**config.mk**
```make
export PLATFORM = sky130hd
export DESIGN_NAME = hdlc_async_deframer_unit
export DESIGN_NICKNAME = d
export VERILOG_FILES = /design/src/rtl/hdlc_adf_pkg.sv /design/src/rtl/hdlc_adf_in_reg.sv /design/src/rtl/hdlc_adf_decode.sv /design/src/rtl/hdlc_adf_out_reg.sv /design/src/rtl/hdlc_async_deframer_unit.sv
export SDC_FILE = /design/constraint.sdc
export NUM_CORES = 1
export LEC_CHECK = 0
export ABC_CLOCK_PERIOD_IN_PS = 6200
export BUFFER_PORTS_ARGS = -buffer_cell sky130_fd_sc_hd__buf_2
export CAP_MARGIN = 20
export CORE_MARGIN = 10
export CORE_UTILIZATION = 55
export DETAILED_ROUTE_END_ITERATION = 10
export PLACE_DENSITY = 0.76
export SYNTH_ARGS = -nofsm -noshare
export SYNTH_HDL_FRONTEND = slang
export SYNTH_HIERARCHICAL = 1
export SYNTH_SLANG_ARGS = --single-unit
```
**constraint.sdc**
```tcl
create_clock -name i_clk -period 6.2 [get_ports i_clk]
set_input_delay 0 -clock i_clk [delete_from_list [all_inputs] [get_ports i_clk]]
set_output_delay 0 -clock i_clk [all_outputs]
set_load 0.03 [all_outputs]
```
**src/rtl/hdlc_adf_pkg.sv**
```systemverilog
// Types and constants of the asynchronous HDLC deframer
package hdlc_adf_pkg;

    localparam logic [7:0]  FLAG_BYTE      = 8'h7E;
    localparam logic [7:0]  ESC_BYTE       = 8'h7D;
    localparam logic [7:0]  ESC_FLAG       = 8'h5E;
    localparam logic [7:0]  ESC_ESC        = 8'h5D;
    localparam logic [15:0] EXP_LEN_RESET  = 16'd64;

    localparam logic KIND_BYTE    = 1'b0;
    localparam logic KIND_RESTART = 1'b1;

    typedef enum logic [2:0] {
        PH_IDLE   = 3'd0,
        PH_FLAG   = 3'd1,
        PH_IN     = 3'd2,
        PH_ESC    = 3'd3,
        PH_IGNORE = 3'd4
    } t_phase;

    typedef enum logic [1:0] {
        EV_DATA     = 2'd0,
        EV_DONE     = 2'd1,
        EV_OVERFLOW = 2'd2,
        EV_BADESC   = 2'd3
    } t_event;

    typedef struct packed {
        logic        valid;
        t_event      event_res;
        logic [7:0]  data_byte;
        logic [15:0] byte_index;
    } t_result;

endpackage

```
**src/rtl/hdlc_adf_in_reg.sv**
```systemverilog
// Input register stage of the deframer
module hdlc_adf_in_reg (
    input  logic       i_clk,
    input  logic       i_rst_n,
    input  logic       i_in_valid,
    output logic       o_in_ready,
    input  logic       i_kind,
    input  logic [7:0] i_rx_byte,
    input  logic       i_take,
    output logic       o_valid,
    output logic       o_kind,
    output logic [7:0] o_rx_byte
);
    import hdlc_adf_pkg::*;

    logic       r_valid;
    logic       r_kind;
    logic [7:0] r_rx_byte;
    logic       w_load;

    assign o_in_ready = !r_valid || i_take;
    assign w_load     = i_in_valid && o_in_ready;

    always_ff @(posedge i_clk) begin
        if (!i_rst_n) begin
            r_valid <= 1'b0;
        end else if (w_load) begin
            r_valid <= 1'b1;
        end else if (i_take) begin
            r_valid <= 1'b0;
        end
    end

    // Payload holds until the next load
    always_ff @(posedge i_clk) begin
        if (w_load) begin
            r_kind    <= i_kind;
            r_rx_byte <= i_rx_byte;
        end
    end

    assign o_valid   = r_valid;
    assign o_kind    = r_kind;
    assign o_rx_byte = r_rx_byte;
endmodule

```
**src/rtl/hdlc_adf_decode.sv**
```systemverilog
// Frame state machine and byte unstuffing of the deframer
module hdlc_adf_decode (
    input  logic                  i_clk,
    input  logic                  i_rst_n,
    input  logic                  i_fire,
    input  logic                  i_kind,
    input  logic [7:0]            i_rx_byte,
    input  logic [15:0]           i_expected_length,
    output hdlc_adf_pkg::t_result o_result
);
    import hdlc_adf_pkg::*;

    t_phase      r_phase;
    t_phase      n_phase;
    logic [15:0] r_count;
    logic [15:0] n_count;
    logic        w_full;
    logic        w_esc_ok;
    logic [7:0]  w_unstuffed;

    assign w_full      = (r_count >= i_expected_length);
    assign w_esc_ok    = (i_rx_byte inside {ESC_FLAG, ESC_ESC});
    assign w_unstuffed = (i_rx_byte == ESC_FLAG) ? FLAG_BYTE : ESC_BYTE;

    always_ff @(posedge i_clk) begin
        if (!i_rst_n) begin
            r_phase <= PH_IDLE;
            r_count <= '0;
        end else if (i_fire) begin
            r_phase <= n_phase;
            r_count <= n_count;
        end
    end

    // Next state
    always_comb begin
        n_phase = r_phase;
        n_count = r_count;
        if (i_kind == KIND_RESTART) begin
            n_phase = PH_IDLE;
            n_count = '0;
        end else begin
            case (r_phase)
                PH_FLAG, PH_IN: begin
                    if (i_rx_byte == ESC_BYTE) begin
                        n_phase = PH_ESC;
                    end else if (i_rx_byte == FLAG_BYTE) begin
                        if (r_phase == PH_IN) begin
                            n_phase = PH_IDLE;
                            n_count = '0;
                        end
                    end else if (w_full) begin
                        n_phase = PH_IGNORE;
                        n_count = '0;
                    end else begin
                        n_phase = PH_IN;
                        n_count = r_count + 16'd1;
                    end
                end
                PH_ESC: begin
                    if (w_esc_ok && !w_full) begin
                        n_phase = PH_IN;
                        n_count = r_count + 16'd1;
                    end else begin
                        n_phase = PH_IGNORE;
                        n_count = '0;
                    end
                end
                PH_IGNORE: begin
                    if (i_rx_byte == FLAG_BYTE) begin
                        n_phase = PH_IDLE;
                    end
                end
                default: begin
                    n_phase = (i_rx_byte == FLAG_BYTE) ? PH_FLAG : PH_IDLE;
                end
            endcase
        end
    end

    // Result
    always_comb begin
        o_result            = '0;
        o_result.event_res  = EV_DATA;
        if (i_kind == KIND_BYTE) begin
            case (r_phase)
                PH_FLAG, PH_IN: begin
                    if (i_rx_byte == FLAG_BYTE) begin
                        if (r_phase == PH_IN && r_count == i_expected_length) begin
                            o_result.valid      = 1'b1;
                            o_result.event_res  = EV_DONE;
                            o_result.byte_index = r_count;
                        end
                    end else if (i_rx_byte != ESC_BYTE) begin
                        o_result.valid      = 1'b1;
                        o_result.byte_index = r_count;
                        if (w_full) begin
                            o_result.event_res = EV_OVERFLOW;
                        end else begin
                            o_result.data_byte = i_rx_byte;
                        end
                    end
                end
                PH_ESC: begin
                    o_result.valid = 1'b1;
                    if (!w_esc_ok) begin
                        o_result.event_res = EV_BADESC;
                    end else if (w_full) begin
                        o_result.event_res  = EV_OVERFLOW;
                        o_result.byte_index = r_count;
                    end else begin
                        o_result.data_byte  = w_unstuffed;
                        o_result.byte_index = r_count;
                    end
                end
                default: begin
                    o_result.valid = 1'b0;
                end
            endcase
        end
    end
endmodule

```
**src/rtl/hdlc_adf_out_reg.sv**
```systemverilog
// Result register stage of the deframer
module hdlc_adf_out_reg (
    input  logic                  i_clk,
    input  logic                  i_rst_n,
    input  logic                  i_load,
    input  hdlc_adf_pkg::t_result i_result,
    input  logic                  i_out_ready,
    output logic                  o_out_valid,
    output logic                  o_free,
    output logic [1:0]            o_event_res,
    output logic [7:0]            o_data_byte,
    output logic [15:0]           o_byte_index
);
    import hdlc_adf_pkg::*;

    logic        r_valid;
    t_event      r_event_res;
    logic [7:0]  r_data_byte;
    logic [15:0] r_byte_index;

    assign o_free = !r_valid || i_out_ready;

    always_ff @(posedge i_clk) begin
        if (!i_rst_n) begin
            r_valid <= 1'b0;
        end else if (i_load) begin
            r_valid <= 1'b1;
        end else if (i_out_ready) begin
            r_valid <= 1'b0;
        end
    end

    always_ff @(posedge i_clk) begin
        if (i_load) begin
            r_event_res  <= i_result.event_res;
            r_data_byte  <= i_result.data_byte;
            r_byte_index <= i_result.byte_index;
        end
    end

    assign o_out_valid  = r_valid;
    assign o_event_res  = r_event_res;
    assign o_data_byte  = r_data_byte;
    assign o_byte_index = r_byte_index;
endmodule

```
**src/rtl/hdlc_async_deframer_unit.sv**
```systemverilog
// Top level of the asynchronous HDLC byte-unstuffing deframer
// A result item passes the input register, then the result register, which captures it when its input item retires.
// Throughput: one input item per cycle unless a stalled output holds it; the frame state updates once per retired item.
// Input ready drops only while a result item waits on a stalled output.
// Reset (synchronous, active low): phase idle, count zero, both stages empty,
// expected length back to 64.
module hdlc_async_deframer_unit (
    input  logic        i_clk,
    input  logic        i_rst_n,
    // input channel
    input  logic        i_in_valid,
    output logic        o_in_ready,
    input  logic        i_kind,
    input  logic [7:0]  i_rx_byte,
    // result channel
    output logic        o_out_valid,
    input  logic        i_out_ready,
    output logic [1:0]  o_event_res,
    output logic [7:0]  o_data_byte,
    output logic [15:0] o_byte_index,
    // configuration
    input  logic        i_cfg_we,
    input  logic [15:0] i_cfg_data
);
    import hdlc_adf_pkg::*;

    logic [15:0] r_exp_len;
    logic        w_s1_valid;
    logic        w_s1_kind;
    logic [7:0]  w_s1_byte;
    logic        w_take;
    logic        w_out_free;
    t_result     w_result;

    // Expected frame length register; write it only while no item is in flight
    always_ff @(posedge i_clk) begin
        if (!i_rst_n) begin
            r_exp_len <= EXP_LEN_RESET;
        end else if (i_cfg_we) begin
            r_exp_len <= i_cfg_data;
        end
    end

    // Retire the held item when its result has room, or when it makes none
    assign w_take = w_s1_valid && (w_out_free || !w_result.valid);

    hdlc_adf_in_reg u_in_reg (
        .i_clk      (i_clk),
        .i_rst_n    (i_rst_n),
        .i_in_valid (i_in_valid),
        .o_in_ready (o_in_ready),
        .i_kind     (i_kind),
        .i_rx_byte  (i_rx_byte),
        .i_take     (w_take),
        .o_valid    (w_s1_valid),
        .o_kind     (w_s1_kind),
        .o_rx_byte  (w_s1_byte)
    );

    // Advance the frame state once per retired item
    hdlc_adf_decode u_decode (
        .i_clk             (i_clk),
        .i_rst_n           (i_rst_n),
        .i_fire            (w_take),
        .i_kind            (w_s1_kind),
        .i_rx_byte         (w_s1_byte),
        .i_expected_length (r_exp_len),
        .o_result          (w_result)
    );

    // Capture a result only when the item that made it retires
    hdlc_adf_out_reg u_out_reg (
        .i_clk        (i_clk),
        .i_rst_n      (i_rst_n),
        .i_load       (w_take && w_result.valid),
        .i_result     (w_result),
        .i_out_ready  (i_out_ready),
        .o_out_valid  (o_out_valid),
        .o_free       (w_out_free),
        .o_event_res  (o_event_res),
        .o_data_byte  (o_data_byte),
        .o_byte_index (o_byte_index)
    );
endmodule

```
==> flow_metrics.tcl <==
set metrics [dict create \
    status "finished, final reports clean" \
    timing.final.crit_share 0.565 \
    num_rows 30 \
    coreArea_sq_um 6720 \
    clk_path_buf_depth 2 \
    met1_usage 0.240 \
    syn_avg_cell_area_sq_um 10.4 \
    final.min_clock_period_ns 3.50 \
    syn_nets 411 \
    synth_top_family_by_area "simple AND/OR/NAND/NOR gates" \
    yosys_warnings 6 \
    die_area_sq_um 10600 \
    design_area_sq_um 4590 \
    clk_latency_ns 0.34 \
    grt_util_met2 0.236 \
    area_growth_pct 21.5 \
    drtIter0Drc 221 \
    grt_overflow 0 \
    cts_tree "yes" \
    p_per_area_nw_per_um2 218 \
    portBuffers 57 \
    synth_seq_area_share 0.474 \
    fin_skew_ns 0.0112 \
    drive_above_1_share 0.202 \
    grt_max_degree 28 \
    cts_sinks 72 \
    die_w_um 103 \
    max-cap-violations 0 \
    crit_path_end_kind "flip-flop" \
    startpoint_type "flip-flop" \
    setup_viol 0 \
    crit_required_ns 6.46 \
    cts_resized 0 \
    synth.largest_area_cell "edfxtp_1" \
    gp_congestion 0.898 \
    ys_async_sr_fraction 0 \
    grt_pass1_vias 2776 \
    vias 2985 \
    met3_usage 0.0496 \
    nets 498 \
    max-vdd-ir-drop_uv 212 \
    routed_wl_um 8580 \
    path_clk_slew_ns 0.07 \
    crit_path_cell_trace "nand4_1 -> nor2_1 -> nand2_1 -> a21o_1 -> a21oi_1 -> nor2_1 -> a21boi_0 -> o21ai_0 -> a2111oi_2 -> nand4_1 -> xor2_1 -> a21oi_1" \
    maxSlewViolCount 0 \
    synth_compound_area_frac 0.126 \
    cts_inserted_buffers 9 \
    drcViolationCount 0 \
    die_height_um 103 \
    via_per_inst 5.57 \
    critPathKind "flip-flop to flip-flop" \
    drtAntennaViolNets 0 \
    grt_pass1_wl_um 14000 \
    synthAdderAreaFrac 0.0563 \
    muxShareOfSynthArea 0.0507 \
    power.static_leakage_nw 1.87 \
    crit_fanout 7 \
    syn_inst 364 \
    root_buffer "clkbuf_8" \
    ys_seq_elements 72 \
    ys_top_cells_by_area "edfxtp_1 28%, dfxtp_1 20%, ha_1 5.6%" \
    worst-endpoint-arrival_ns 3.76 \
    rsz0062_at_grt "no" \
    n_antenna_cell 0 \
    wl_per_cell_um 16.0 \
    htree_num_levels 3 \
    synth_edf_count 35 \
    start_util 0.562 \
    tns_ns 0 \
    hpwl_um 6120 \
    drtPass1Iterations 5 \
    slowest_stage "a2111oi_2" \
    track_usage 0.168 \
    tightest_slew_ns 0.945 \
    synth_xor_area_frac 0.0162 \
    placed_cell_area_sq_um 4090 \
    ys_dominant_reg_cell "dfxtp_1" \
    pin_count 58 \
    syn_area_sq_um 3780 \
    synth-simple-area-share 0.231 \
    hp-class "input pin to flip-flop" \
    busiest_layer "met1" \
    timing.fmax_mhz 286 \
    synth_top_area_share 0.278 \
    critPathMaxStageDelay_ns 0.55 \
    slew_headroom 0.365 \
    antenna_found_initial 0 \
    hold_viol 0 \
    yosysUniqueCellTypes 63 \
]
-- cells in the mapped netlist (3+ instances only) --
cell type,n
dfxtp_1,37
edfxtp_1,35
nand2_1,28
inv_1,24
nor2b_1,23
a21oi_1,19
and2_1,19
mux2i_1,18
ha_1,17
nand4_1,13
nor2_1,12
a31oi_1,9
o21ai_0,8
nand2b_1,7
nor3_1,7
and3_1,6
nand3_1,6
xor2_1,5
o31ai_1,4
a21o_1,3
a32oi_1,3
buf_4,3
nor4_1,3
-- path summary, 6_finish.rpt --
kind,to,startpoint,cells past startpoint,slack (ns)
worst max-delay path,u_decode/r_count[15],u_in_reg/o_rx_byte[5],12,2.70
worst min-delay path,r_exp_len[6],i_rst_n,2,0.02
worst max register to register,u_decode/r_count[15],u_in_reg/o_rx_byte[5],12,2.70
worst min register to register,r_exp_len[6],r_exp_len[6],2,0.51
-- layer usage --
metal | routed length [um] | share of wire | vias up
met1 | 4040 | 0.47 | 1353
met4 | 103 | 0.012 | 0
met5 | 0 | 0 | -
met2 | 3610 | 0.42 | 117
met3 | 826 | 0.096 | 11
li1 | - | - | 1504
-- placed cells by master (no fill, tap or decap), types with 9 or more instances in the layout --
master         count
and2_1            19
edfxtp_1          35
a31oi_1            9
nor2_1            12
nand4_1           13
buf_2             57
nand2_1           28
a21oi_1           19
clkbuf_8          10
inv_1             24
dlygate4sd3_1     27
dfxtp_1           37
mux2i_1           18
ha_1              17
nor2b_1           23
-- sequential cells by signal (all words and copies together) (netlist names) --
| register | cells |
|---|---|
| u_decode/r_phase | 3 |
| u_in_reg/o_valid | 1 |
| u_out_reg/o_event_res | 2 |
| u_in_reg/o_kind | 1 |
| r_exp_len | 16 |
| u_decode/r_count | 16 |
| u_out_reg/o_data_byte | 8 |
| u_out_reg/o_out_valid | 1 |
| u_out_reg/o_byte_index | 16 |
| u_in_reg/o_rx_byte | 8 |
-- cells by family (layout without fill, tap and decap cells) --
family,Yosys count,count (layout)
compound gates,68,68
mux,19,19
xor+xnor,7,7
buf+inv,35,127
flops,72,72
fa+ha+maj,17,17
simple gates,146,146
-- cell type report --
type | instances | area, sq um
fill | 496 | 2130
tap | 80 | 100
clock inverter | 4 | 68.8
multi-input combinational | 257 | 1820
timing repair buffer | 85 | 571
clock buffer | 12 | 145
inverter | 26 | 97.6
sequential | 72 | 1790
-- metrics by stage --
step	std cells	power (mW)	hold WS, ns	setup slack, ns	utilization
2_1_floorplan	364	0.573	0.0989	3.50	-
3_3_place_gp	492	0.592	0.177	2.86	0.609
3_5_place_dp	492	0.594	0.179	2.90	0.609
4_1_cts	535	1.01	0.0126	2.83	0.681
5_1_grt	536	1.04	0.0454	2.36	0.683
6_report	536	1.00	0.0177	2.70	0.683
-- critical path: cells and delay by family, from the launching register on --
kind	cells	cell delay, ns
XOR/XNOR	1	0.18
flip-flops	1	0.49
AND/OR/NAND/NOR	5	0.83
AO/OA/AOI/OAI	6	1.92
-- power by group --
group          internal (mW)  leakage [nW]  switching [mW]
registers              0.506         0.665         0.00997
clock network          0.236         0.108           0.166
logic                 0.0400          1.10          0.0416
-- what timing repair did --
item,CTS,global route
endpoints found under the hold margin,27,0
endpoints found under the setup margin,0,0
hold buffers,27,0
buffers inserted,0,0
Power figures use the tool's default switching activity.
